--- config.mk ---
export PLATFORM = sky130hd
export DESIGN_NAME = tkc_mv
export DESIGN_NICKNAME = d
export VERILOG_FILES = /design/src/hw/rtl/tkc_pkg.sv /design/src/hw/rtl/tkc_mv.sv
export SDC_FILE = /design/constraint.sdc
export NUM_CORES = 2
export LEC_CHECK = 0
export ABC_AREA = 0
export BUFFER_PORTS_ARGS = -buffer_cell sky130_fd_sc_hd__clkbuf_2
export CAP_MARGIN = 30
export CORE_MARGIN = 8
export CORE_UTILIZATION = 40
export DETAILED_ROUTE_END_ITERATION = 10
export PLACE_DENSITY = 0.64
export SKIP_CTS_REPAIR_TIMING = 1
export SLEW_MARGIN = 10
export SYNTH_ARGS = -nofsm -noshare
export SYNTH_HDL_FRONTEND = slang
export SYNTH_SLANG_ARGS = --single-unit
--- constraint.sdc ---
create_clock -name aclk -period 9.2 [get_ports aclk]
set_input_delay 1.84 -clock aclk [delete_from_list [all_inputs] [get_ports aclk]]
set_output_delay 1.84 -clock aclk [all_outputs]
set_load 0.02 [all_outputs]
--- src/hw/rtl/tkc_pkg.sv ---
package tkc_pkg;

    // Converter front end: ADC code to millivolts in signed Q7.16.
    localparam int ADC_FULL_SCALE = 4095;
    localparam int IN_W   = 12;
    localparam int CJ_W   = 12;
    localparam int TEMP_W = 16;

    localparam longint MV_VREF  = 3300;
    localparam longint MV_OFF   = 350 * ADC_FULL_SCALE;
    localparam longint MV_SCALE = 100 * 65536;
    localparam longint MV_DEN   = 5416 * ADC_FULL_SCALE;
    localparam longint MV_HALF  = MV_DEN / 2;

    // Scaled magnitudes stay below 2**MV_XW over the whole full-scale range.
    localparam int MV_XW = 48;
    localparam int MV_XH = MV_XW / 2;
    localparam longint MV_RCP = (longint'(1) << MV_XW) / MV_DEN;
    localparam int MV_RW = $clog2(MV_RCP + 1);
    localparam int MV_PW = MV_XH + MV_RW;

    localparam longint MV_CODE_MAX = ((longint'(1) << IN_W) - 1) * MV_VREF;
    localparam int MV_MAGW = ($clog2(MV_CODE_MAX + 1) > $clog2(MV_OFF + 1)) ?
                             $clog2(MV_CODE_MAX + 1) : $clog2(MV_OFF + 1);
    localparam int MV_NW = MV_MAGW + 1;
    localparam int MV_STAGES = 9;

    // Polynomial ranges in Q7.16 millivolts.
    localparam int MV_W    = 23;
    localparam int MV_LOW  = -424542;
    localparam int MV_MID  = 1352925;
    localparam int MV_HIGH = 3597926;

    // Horner datapath: accumulator in Q.46.
    localparam int FRAC_BITS    = 46;
    localparam int ACC_W        = 64;
    localparam int ACC_HALF     = ACC_W / 2;
    localparam int LP_W         = ACC_HALF + 1 + MV_W;
    localparam int HP_W         = ACC_HALF + MV_W;
    localparam int MUL_SHIFT    = 16;
    localparam int SUM_W        = ACC_W + MUL_SHIFT + 8;
    localparam int RND_HALF     = 1 << (MUL_SHIFT - 1);
    localparam int HORNER_STEPS = 9;
    localparam int COEF_N       = HORNER_STEPS + 1;

    // Final scaling to 1/16 degree.
    localparam int TEMP_SHIFT = FRAC_BITS - 4;
    localparam int T_W        = ACC_W - TEMP_SHIFT + 2;
    localparam int TEMP_MIN   = -8192;
    localparam int TEMP_MAX   = 32767;

    typedef enum logic [1:0] {
        SEG_NEG,
        SEG_MID,
        SEG_HIGH
    } tkc_seg_t;

    typedef struct packed {
        logic                    vld;
        logic                    oor;
        tkc_seg_t                seg;
        logic signed [MV_W-1:0]  mv;
        logic signed [CJ_W-1:0]  cj;
    } tkc_mv_t;

    typedef struct packed {
        logic                    oor;
        tkc_seg_t                seg;
        logic signed [MV_W-1:0]  mv;
        logic signed [CJ_W-1:0]  cj;
        logic                    neg;
        logic signed [LP_W-1:0]  lp;
        logic signed [HP_W-1:0]  hp;
    } tkc_hmul_t;

    typedef struct packed {
        logic                    oor;
        tkc_seg_t                seg;
        logic signed [MV_W-1:0]  mv;
        logic signed [CJ_W-1:0]  cj;
        logic signed [ACC_W-1:0] acc;
    } tkc_hacc_t;

    typedef struct packed {
        logic                    vld;
        logic                    oor;
        logic signed [CJ_W-1:0]  cj;
        logic signed [ACC_W-1:0] acc;
    } tkc_acc_t;

    // Decimal coefficient mant * 10**-e10 as Q.46, rounded half away from zero.
    // Long division by shift and subtract; used for constants only.
    function automatic logic signed [ACC_W-1:0] coef_q(input int mant, input int e10);
        logic [63:0] d;
        logic [63:0] m;
        logic [63:0] r;
        logic [63:0] q;
        d = 64'd1;
        for (int i = 0; i < e10; i++) begin
            d = d * 64'd10;
        end
        m = (mant < 0) ? 64'(-mant) : 64'(mant);
        r = '0;
        q = '0;
        for (int i = 31; i >= 0; i--) begin
            r = {r[62:0], m[i]};
            q = {q[62:0], 1'b0};
            if (r >= d) begin
                r = r - d;
                q[0] = 1'b1;
            end
        end
        for (int i = 0; i < FRAC_BITS; i++) begin
            r = {r[62:0], 1'b0};
            q = {q[62:0], 1'b0};
            if (r >= d) begin
                r = r - d;
                q[0] = 1'b1;
            end
        end
        r = {r[62:0], 1'b0};
        if (r >= d) begin
            q = q + 64'd1;
        end
        return (mant < 0) ? -$signed(q) : $signed(q);
    endfunction

    localparam logic signed [ACC_W-1:0] COEF_NEG [COEF_N] = '{
        coef_q(0, 0), coef_q(25173462, 6), coef_q(-11662878, 7), coef_q(-10833638, 7),
        coef_q(-89773540, 8), coef_q(-37342377, 8), coef_q(-86632643, 9),
        coef_q(-10450598, 9), coef_q(-51920577, 11), coef_q(0, 0)
    };

    localparam logic signed [ACC_W-1:0] COEF_MID [COEF_N] = '{
        coef_q(0, 0), coef_q(2508355, 5), coef_q(7860106, 8), coef_q(-2503131, 7),
        coef_q(8315270, 8), coef_q(-1228034, 8), coef_q(9804036, 10),
        coef_q(-4413030, 11), coef_q(1057734, 12), coef_q(-1052755, 14)
    };

    localparam logic signed [ACC_W-1:0] COEF_HIGH [COEF_N] = '{
        coef_q(-1318058, 4), coef_q(4830222, 5), coef_q(-1646031, 6), coef_q(5464731, 8),
        coef_q(-9650715, 10), coef_q(8802193, 12), coef_q(-3110810, 14),
        coef_q(0, 0), coef_q(0, 0), coef_q(0, 0)
    };

    function automatic logic signed [ACC_W-1:0] coef_pick(input tkc_seg_t seg,
                                                          input logic [3:0] idx);
        logic signed [ACC_W-1:0] c;
        case (seg)
            SEG_NEG: c = COEF_NEG[idx];
            SEG_MID: c = COEF_MID[idx];
            default: c = COEF_HIGH[idx];
        endcase
        return c;
    endfunction

endpackage

--- src/hw/rtl/tkc_mv.sv ---
module tkc_mv (
    input  logic                                 aclk,
    input  logic                                 aresetn,
    input  logic                                 en,
    input  logic                                 in_vld,
    input  logic [tkc_pkg::IN_W-1:0]             adc_code,
    input  logic signed [tkc_pkg::CJ_W-1:0]      cold_junction,
    output tkc_pkg::tkc_mv_t                     mv_out
);

    logic [tkc_pkg::MV_STAGES-1:0]         v_reg;
    logic signed [tkc_pkg::CJ_W-1:0]       cj_reg [tkc_pkg::MV_STAGES];
    // Sign of the offset-corrected code, carried from stage 2 to stage 7.
    logic [5:0]                            neg_reg;

    logic signed [tkc_pkg::MV_NW-1:0]      n1_reg, n1_next;
    logic [tkc_pkg::MV_MAGW-1:0]           mag2_reg, mag2_next;
    logic [tkc_pkg::MV_XW-1:0]             x3_reg, x3_next;
    logic [tkc_pkg::MV_XW-1:0]             x4_reg, x5_reg, x6_reg;
    logic [tkc_pkg::MV_PW-1:0]             ph4_reg, ph4_next;
    logic [tkc_pkg::MV_PW-1:0]             pl4_reg, pl4_next;
    logic [tkc_pkg::MV_PW:0]               q5_sum;
    logic [tkc_pkg::MV_RW-1:0]             q5_reg, q5_next;
    logic [tkc_pkg::MV_RW-1:0]             q6_reg;
    logic [tkc_pkg::MV_XW-1:0]             qd6_reg, qd6_next;
    logic [tkc_pkg::MV_XW-1:0]             r7;
    logic [tkc_pkg::MV_RW-1:0]             q7_reg, q7_next;
    logic signed [tkc_pkg::MV_RW:0]        mv8_reg, mv8_next;
    logic signed [31:0]                    mv_ext;
    logic                                  oor9_reg, oor9_next;
    tkc_pkg::tkc_seg_t                     seg9_reg, seg9_next;
    logic signed [tkc_pkg::MV_W-1:0]       mv9_reg, mv9_next;

    always_comb begin
        n1_next   = tkc_pkg::MV_NW'(adc_code) * tkc_pkg::MV_NW'(tkc_pkg::MV_VREF)
                    - tkc_pkg::MV_NW'(tkc_pkg::MV_OFF);
        mag2_next = tkc_pkg::MV_MAGW'(n1_reg[tkc_pkg::MV_NW-1] ? -n1_reg : n1_reg);
        // Magnitude scaled to Q16 plus half the divisor, for rounding half away.
        x3_next   = tkc_pkg::MV_XW'(mag2_reg) * tkc_pkg::MV_XW'(tkc_pkg::MV_SCALE)
                    + tkc_pkg::MV_XW'(tkc_pkg::MV_HALF);
        // Quotient estimate by the truncated reciprocal, in two partial products.
        ph4_next  = tkc_pkg::MV_PW'(x3_reg[tkc_pkg::MV_XW-1:tkc_pkg::MV_XH])
                    * tkc_pkg::MV_PW'(tkc_pkg::MV_RCP);
        pl4_next  = tkc_pkg::MV_PW'(x3_reg[tkc_pkg::MV_XH-1:0])
                    * tkc_pkg::MV_PW'(tkc_pkg::MV_RCP);
        q5_sum    = {1'b0, ph4_reg} + {1'b0, pl4_reg >> tkc_pkg::MV_XH};
        q5_next   = tkc_pkg::MV_RW'(q5_sum >> tkc_pkg::MV_XH);
        qd6_next  = tkc_pkg::MV_XW'(q5_reg) * tkc_pkg::MV_XW'(tkc_pkg::MV_DEN);
        // The estimate is low by at most one; the remainder settles it.
        r7        = x6_reg - qd6_reg;
        q7_next   = q6_reg + tkc_pkg::MV_RW'(r7 >= tkc_pkg::MV_XW'(tkc_pkg::MV_DEN));
        mv8_next  = neg_reg[5] ? -$signed({1'b0, q7_reg}) : $signed({1'b0, q7_reg});
        mv_ext    = 32'(mv8_reg);
        oor9_next = (mv_ext < tkc_pkg::MV_LOW) || (mv_ext > tkc_pkg::MV_HIGH);
        if (mv_ext < 0) begin
            seg9_next = tkc_pkg::SEG_NEG;
        end else if (mv_ext <= tkc_pkg::MV_MID) begin
            seg9_next = tkc_pkg::SEG_MID;
        end else begin
            seg9_next = tkc_pkg::SEG_HIGH;
        end
        mv9_next  = tkc_pkg::MV_W'(mv_ext);
    end

    always_ff @(posedge aclk) begin
        if (!aresetn) begin
            v_reg <= '0;
        end else if (en) begin
            v_reg <= {v_reg[tkc_pkg::MV_STAGES-2:0], in_vld};
        end
    end

    always_ff @(posedge aclk) begin
        if (en) begin
            cj_reg[0] <= cold_junction;
            for (int i = 1; i < tkc_pkg::MV_STAGES; i++) begin
                cj_reg[i] <= cj_reg[i-1];
            end
            neg_reg  <= {neg_reg[4:0], n1_reg[tkc_pkg::MV_NW-1]};
            n1_reg   <= n1_next;
            mag2_reg <= mag2_next;
            x3_reg   <= x3_next;
            x4_reg   <= x3_reg;
            ph4_reg  <= ph4_next;
            pl4_reg  <= pl4_next;
            x5_reg   <= x4_reg;
            q5_reg   <= q5_next;
            x6_reg   <= x5_reg;
            q6_reg   <= q5_reg;
            qd6_reg  <= qd6_next;
            q7_reg   <= q7_next;
            mv8_reg  <= mv8_next;
            oor9_reg <= oor9_next;
            seg9_reg <= seg9_next;
            mv9_reg  <= mv9_next;
        end
    end

    assign mv_out = '{
        vld: v_reg[tkc_pkg::MV_STAGES-1],
        oor: oor9_reg,
        seg: seg9_reg,
        mv:  mv9_reg,
        cj:  cj_reg[tkc_pkg::MV_STAGES-1]
    };

endmodule

# After elaboration in Yosys (flattened, before gate mapping)
# Memory sizes are Yosys's and may differ from the RTL's.
# Cells that the tools add are included.
# Widths: inputs -> output; s select.
[totals]
memories = 1
ramBits = 108
regBits = 516
inputBits = 28
mem_bits_ro = 0
latchBits = 0
[classes]
n_addsub = 7
n_eq_ne = 0
muxes = 5
n_bitwise = 0
reduce_logical = 1
n_mul = 5
order_cmp = 5
div_mod_pow = 0
shift = 0
[mem_list]
columns = ["name", "depth", "word_bits", "rd", "rd_clocked_by_memory_dff", "wr", "line", "source"]
rows = [
  ["cj_reg", 9, 12, 9, 0, 9, "tkc_mv.sv:12", "logic signed [tkc_pkg::CJ_W-1:0] cj_reg [tkc_pkg::MV_STAGES];"],
]
[op_table]
columns = ["op", "n"]
rows = [
  ["$mul 24x22->46 const B", 2],
  ["$add 47x24->48 const B", 1],
  ["$add 48x24->48", 1],
  ["$ge 48x25->1 const B", 1],
  ["$mux 24", 2],
  ["$sub 48x48->48", 1],
  ["$mul 24x22->45 const B", 1],
  ["$mul 24x5->29 const B", 1],
  ["$gt 25x23->1 const B", 1],
  ["$le 25x22->1 const B", 1],
  ["$lt 25x1->1 const B", 1],
  ["$lt 25x20->1 const B", 1],
  ["$neg 24->25", 1],
  ["$sub 24x21->25 const B", 1],
  ["$add 24x1->24", 1],
  ["$neg 24->24", 1],
  ["$mul 12x10->22 const B", 1],
  ["$mux 1", 2],
  ["$mux 2", 1],
  ["$logic_or 1x1->1", 1],
]

# Logic depth before layout (Yosys ltp)
[logic_depth]
word_depth = 3
mapped_depth = 25
mapped_depth_nobuf = 25

# Worst setup path after synthesis
# No wires, ideal clock.
[synth_path]
kind = "register to register"
startpoint = "register q5_reg[7] (netlist name)"
endpoint = "register qd6_reg[47] (netlist name), data pin"
period_less_slack_ns = 6.789
arrival_ns = 6.529
t_required_ns = 8.940
n_path_buf = 0
stages_incl_launch_ff = 26
setup_slack_ns = 2.411
path_cell_list = "edfxtp_1 -> ha_1 -> inv_1 -> fa_1 -> inv_1 -> fa_1 -> fa_1 -> inv_1 -> fa_1 -> inv_1 -> fa_1 -> inv_1 -> fa_1 -> inv_1 -> ha_1 -> a21o_1 -> a21o_1 -> a2111oi_0 -> nor4_1 -> a211oi_1 -> o21ai_1 -> a21o_1 -> a2111oi_2 -> o21ai_1 -> a21oi_1 -> xnor2_1"
[synth_via]
elab_chain_cells = 1
[synth_lines]
columns = ["item", "line", "source"]
rows = [
  ["from (decl)", "tkc_mv.sv:23", "logic [tkc_pkg::MV_RW-1:0] q5_reg, q5_next;"],
  ["from (signal assigned)", "tkc_mv.sv:87", "q5_reg <= q5_next;"],
  ["$mul 24x22->45", "tkc_mv.sv:48", "qd6_next = tkc_pkg::MV_XW'(q5_reg) * tkc_pkg::MV_XW'(tkc_pkg::MV_DEN);"],
  ["named net qd6_next (one bit)", "tkc_mv.sv:25", "logic [tkc_pkg::MV_XW-1:0] qd6_reg, qd6_next;"],
  ["to (signal assigned)", "tkc_mv.sv:90", "qd6_reg <= qd6_next;"],
  ["to (decl)", "tkc_mv.sv:25", ""],
]
# The timed path passes the listed nets, and every way through them passes these cells.
# A chain may end at the register's enable or synchronous reset.

# Worst setup path in the final report
# Same ends and word-level chain as after synthesis.

==> impl_metrics.env <==
export IMPL_avgViaCountPerCell=4.89
export IMPL_synth_area_mm2=0.0452
export IMPL_antenna_found_initial=2
export IMPL_drt_wl_total_mm=89.7
export IMPL_numCtsBuffers=57
export IMPL_drive_above_1_share_pct=4.64
export IMPL_hpwl_mm=74.2
export IMPL_cts_root_buffer="clkbuf_16"
export IMPL_fin_crit_ns=7.34
export IMPL_ioPinCount=67
export IMPL_area_growth_pct=8.79
export IMPL_grt_busiest_layer="met2"
export IMPL_max_freq_mhz=136
export IMPL_timing_hold_worst_class="reg -> reg"
export IMPL_largest_reg_flops=108
export IMPL_slew_headroom_pct=39.9
export IMPL_ff2ff_setup_slack_ns=1.86
export IMPL_vias=27600
export IMPL_die_y_um=352
export IMPL_grt_overflow_total=0
export IMPL_clockBufferDepth=3
export IMPL_hp_start="x4_reg[45]$_DFFE_PP_"
export IMPL_clk_latency_ns=0.64
export IMPL_cts_tree="built"
export IMPL_syn_num_nets=5155
export IMPL_synthFlopType="edfxtp_1"
export IMPL_async_flop_share_pct=0
export IMPL_synth_distinct_cells=86
export IMPL_dr_pass1_iters=6
export IMPL_place_congestion=0.919
export IMPL_synth_edf_count=501
export IMPL_setup_viol=0
export IMPL_grtUsageMet2_pct=26.0
export IMPL_hold_depth=0
export IMPL_finalSetupTns_ns=0
export IMPL_grt_setup_unrepaired="no"
export IMPL_grt_pass1_vias=29200
export IMPL_hold_ws_ns=0.412
export IMPL_min_to="x5_reg[45]$_DFFE_PP_"
export IMPL_ys_warn_count=0
export IMPL_cp_required_ns=9.58
export IMPL_drv_cap=0
export IMPL_start_util_pct=40.2
export IMPL_post_drt_wl_per_cell_um=15.9
export IMPL_path_clk_slew_ns=0.07
export IMPL_grt_max_degree=150
export IMPL_mostFrequentLayoutCells="inv_1, ha_1, edfxtp_1, fa_1, xnor2_1"
export IMPL_syn_area_per_cell_um2=11.3
export IMPL_drc_errors=0
export IMPL_synth_cells=4007
export IMPL_io_buffers=66
export IMPL_r2r_end="qd6_reg[47]$_DFFE_PP_"
export IMPL_drv_slew=0
export IMPL_grt_use_total_pct=14.6
export IMPL_clock_sinks=510
export IMPL_ys_ff_latch=510
export IMPL_rows=123
export IMPL_die_area_mm2=0.124
export IMPL_worst_pin_slew_ns=0.902
export IMPL_fp_dieW_um=352
export IMPL_nNetsFinal=5243
export IMPL_hold_violations=0
export IMPL_ys_seq_area_share_pct=33.7
export IMPL_path_max_fanout=9
export IMPL_grt_pass1_wl_mm=149
export IMPL_fin_crit_sh_pct=79.8
export IMPL_end_kind="flip-flop"
export IMPL_dr_first_iter_drc_count=1441
export IMPL_coreArea_mm2=0.112
export IMPL_r2r_start="q5_reg[7]$_DFFE_PP_"
export IMPL_final_common_cell="inv_1"
export IMPL_detail_route_antenna_nets=0
export IMPL_start_kind="flip-flop"
export IMPL_path_class="reg -> reg"
export IMPL_fill_cells=10500
export IMPL_grtUsageMet3_pct=2.34
export IMPL_use_met1_pct=17.6
export IMPL_reg2regPathDepth=25
export IMPL_htreeDepth=2
export IMPL_n_antenna_cell=0
export IMPL_skew_ns=0.0173
export IMPL_worstPathArrival_ns=7.72
export IMPL_outcome="finished, final reports clean"
==> synthesized netlist by cell type (all sizes together), types with 28 or more instances <==
cell      n  area [um2]
inv     949        3560
and3     32         200
xnor2   198        1730
nor3     37         185
a21o     66         495
edfxtp  501       15000
ha      710        8880
nand2   110         413
nor2    112         420
nand2b   28         175
nor2b    31         194
nand3    66         330
a21oi   153         777
xor2     96         841
nand4    39         244
fa      410        8210
o21ai   105         529
==> layout make-up <==
type | count | area (um2) | area share (%)
sequential | 510 | 15200 | 31.0
clock inverter | 41 | 435 | 0.886
clock buffer | 62 | 1470 | 2.98
tap | 1500 | 1880 | 3.82
multi-input combinational | 2505 | 26200 | 53.3
timing repair buffer | 72 | 410 | 0.835
inverter | 949 | 3560 | 7.25
==> routing by layer <==
| layer | routed length, um | vias up | share of wire, % |
|---|---|---|---|
| li1 | - | 13600 | - |
| met1 | 37800 | 13300 | 42 |
| met2 | 44600 | 463 | 50 |
| met3 | 3450 | 190 | 3.8 |
| met4 | 3900 | 2 | 4.4 |
| met5 | 15 | - | 0.017 |
==> how the worst max path moves through the flow <==
stage	start	endpoint	slack, ns	depth (start not counted)
after global placement	q5_reg[7]$_DFFE_PP_	qd6_reg[47]$_DFFE_PP_	2.01	25
final	q5_reg[7]$_DFFE_PP_	qd6_reg[47]$_DFFE_PP_	1.86	25
after floorplan	q5_reg[7]$_DFFE_PP_	qd6_reg[47]$_DFFE_PP_	2.41	25
after detailed placement	q5_reg[7]$_DFFE_PP_	qd6_reg[47]$_DFFE_PP_	1.92	25
after global routing	q5_reg[7]$_DFFE_PP_	qd6_reg[45]$_DFFE_PP_	1.38	25
after CTS	q5_reg[7]$_DFFE_PP_	qd6_reg[47]$_DFFE_PP_	1.87	25
==> per-stage QoR <==
| step | instances | setup WS (ns) | utilization, % | cell area (um2) |
|---|---|---|---|---|
| detailed placement | 5536 | 1.92 | 42.1 | 47300 |
| global placement | 5536 | 2.01 | 42.1 | 47300 |
| finish | 5639 | 1.86 | 43.8 | 49200 |
| global route | 5639 | 1.38 | 43.8 | 49200 |
| CTS | 5639 | 1.87 | 43.8 | 49200 |
| floorplan | 4007 | 2.41 | - | 45200 |
==> cells by family after synthesis <==
family | count (synthesis) | share of synthesized area (%)
multiplexers | 16 | 0.360
AO/OA/AOI/OAI | 551 | 8.13
buffers and inverters | 992 | 8.36
flip-flops | 510 | 33.7
AND/OR/NAND/NOR | 524 | 5.92
XOR/XNOR | 294 | 5.70
adder cells (fa/ha/maj) | 1120 | 37.8
==> critical path, cell delays in order, from the launching register on <==
cell and delay (ns):
edfxtp_1 0.59, ha_1 0.45, inv_1 0.08, fa_1 0.53
inv_1 0.06, fa_1 0.53, fa_1 0.56, inv_1 0.06
fa_1 0.53, inv_1 0.06, fa_1 0.53, inv_1 0.05
fa_1 0.38, inv_1 0.06, ha_1 0.29, a21o_1 0.22
a21o_1 0.19, a2111oi_0 0.39, nor4_1 0.11, a211oi_1 0.24
o21ai_1 0.10, a21o_1 0.23, a2111oi_2 0.45, o21ai_1 0.14
a21oi_1 0.19, xnor2_1 0.08
Power is not shown: default switching activity piles up to over one toggle a cycle in this logic, so the estimate is an artifact.
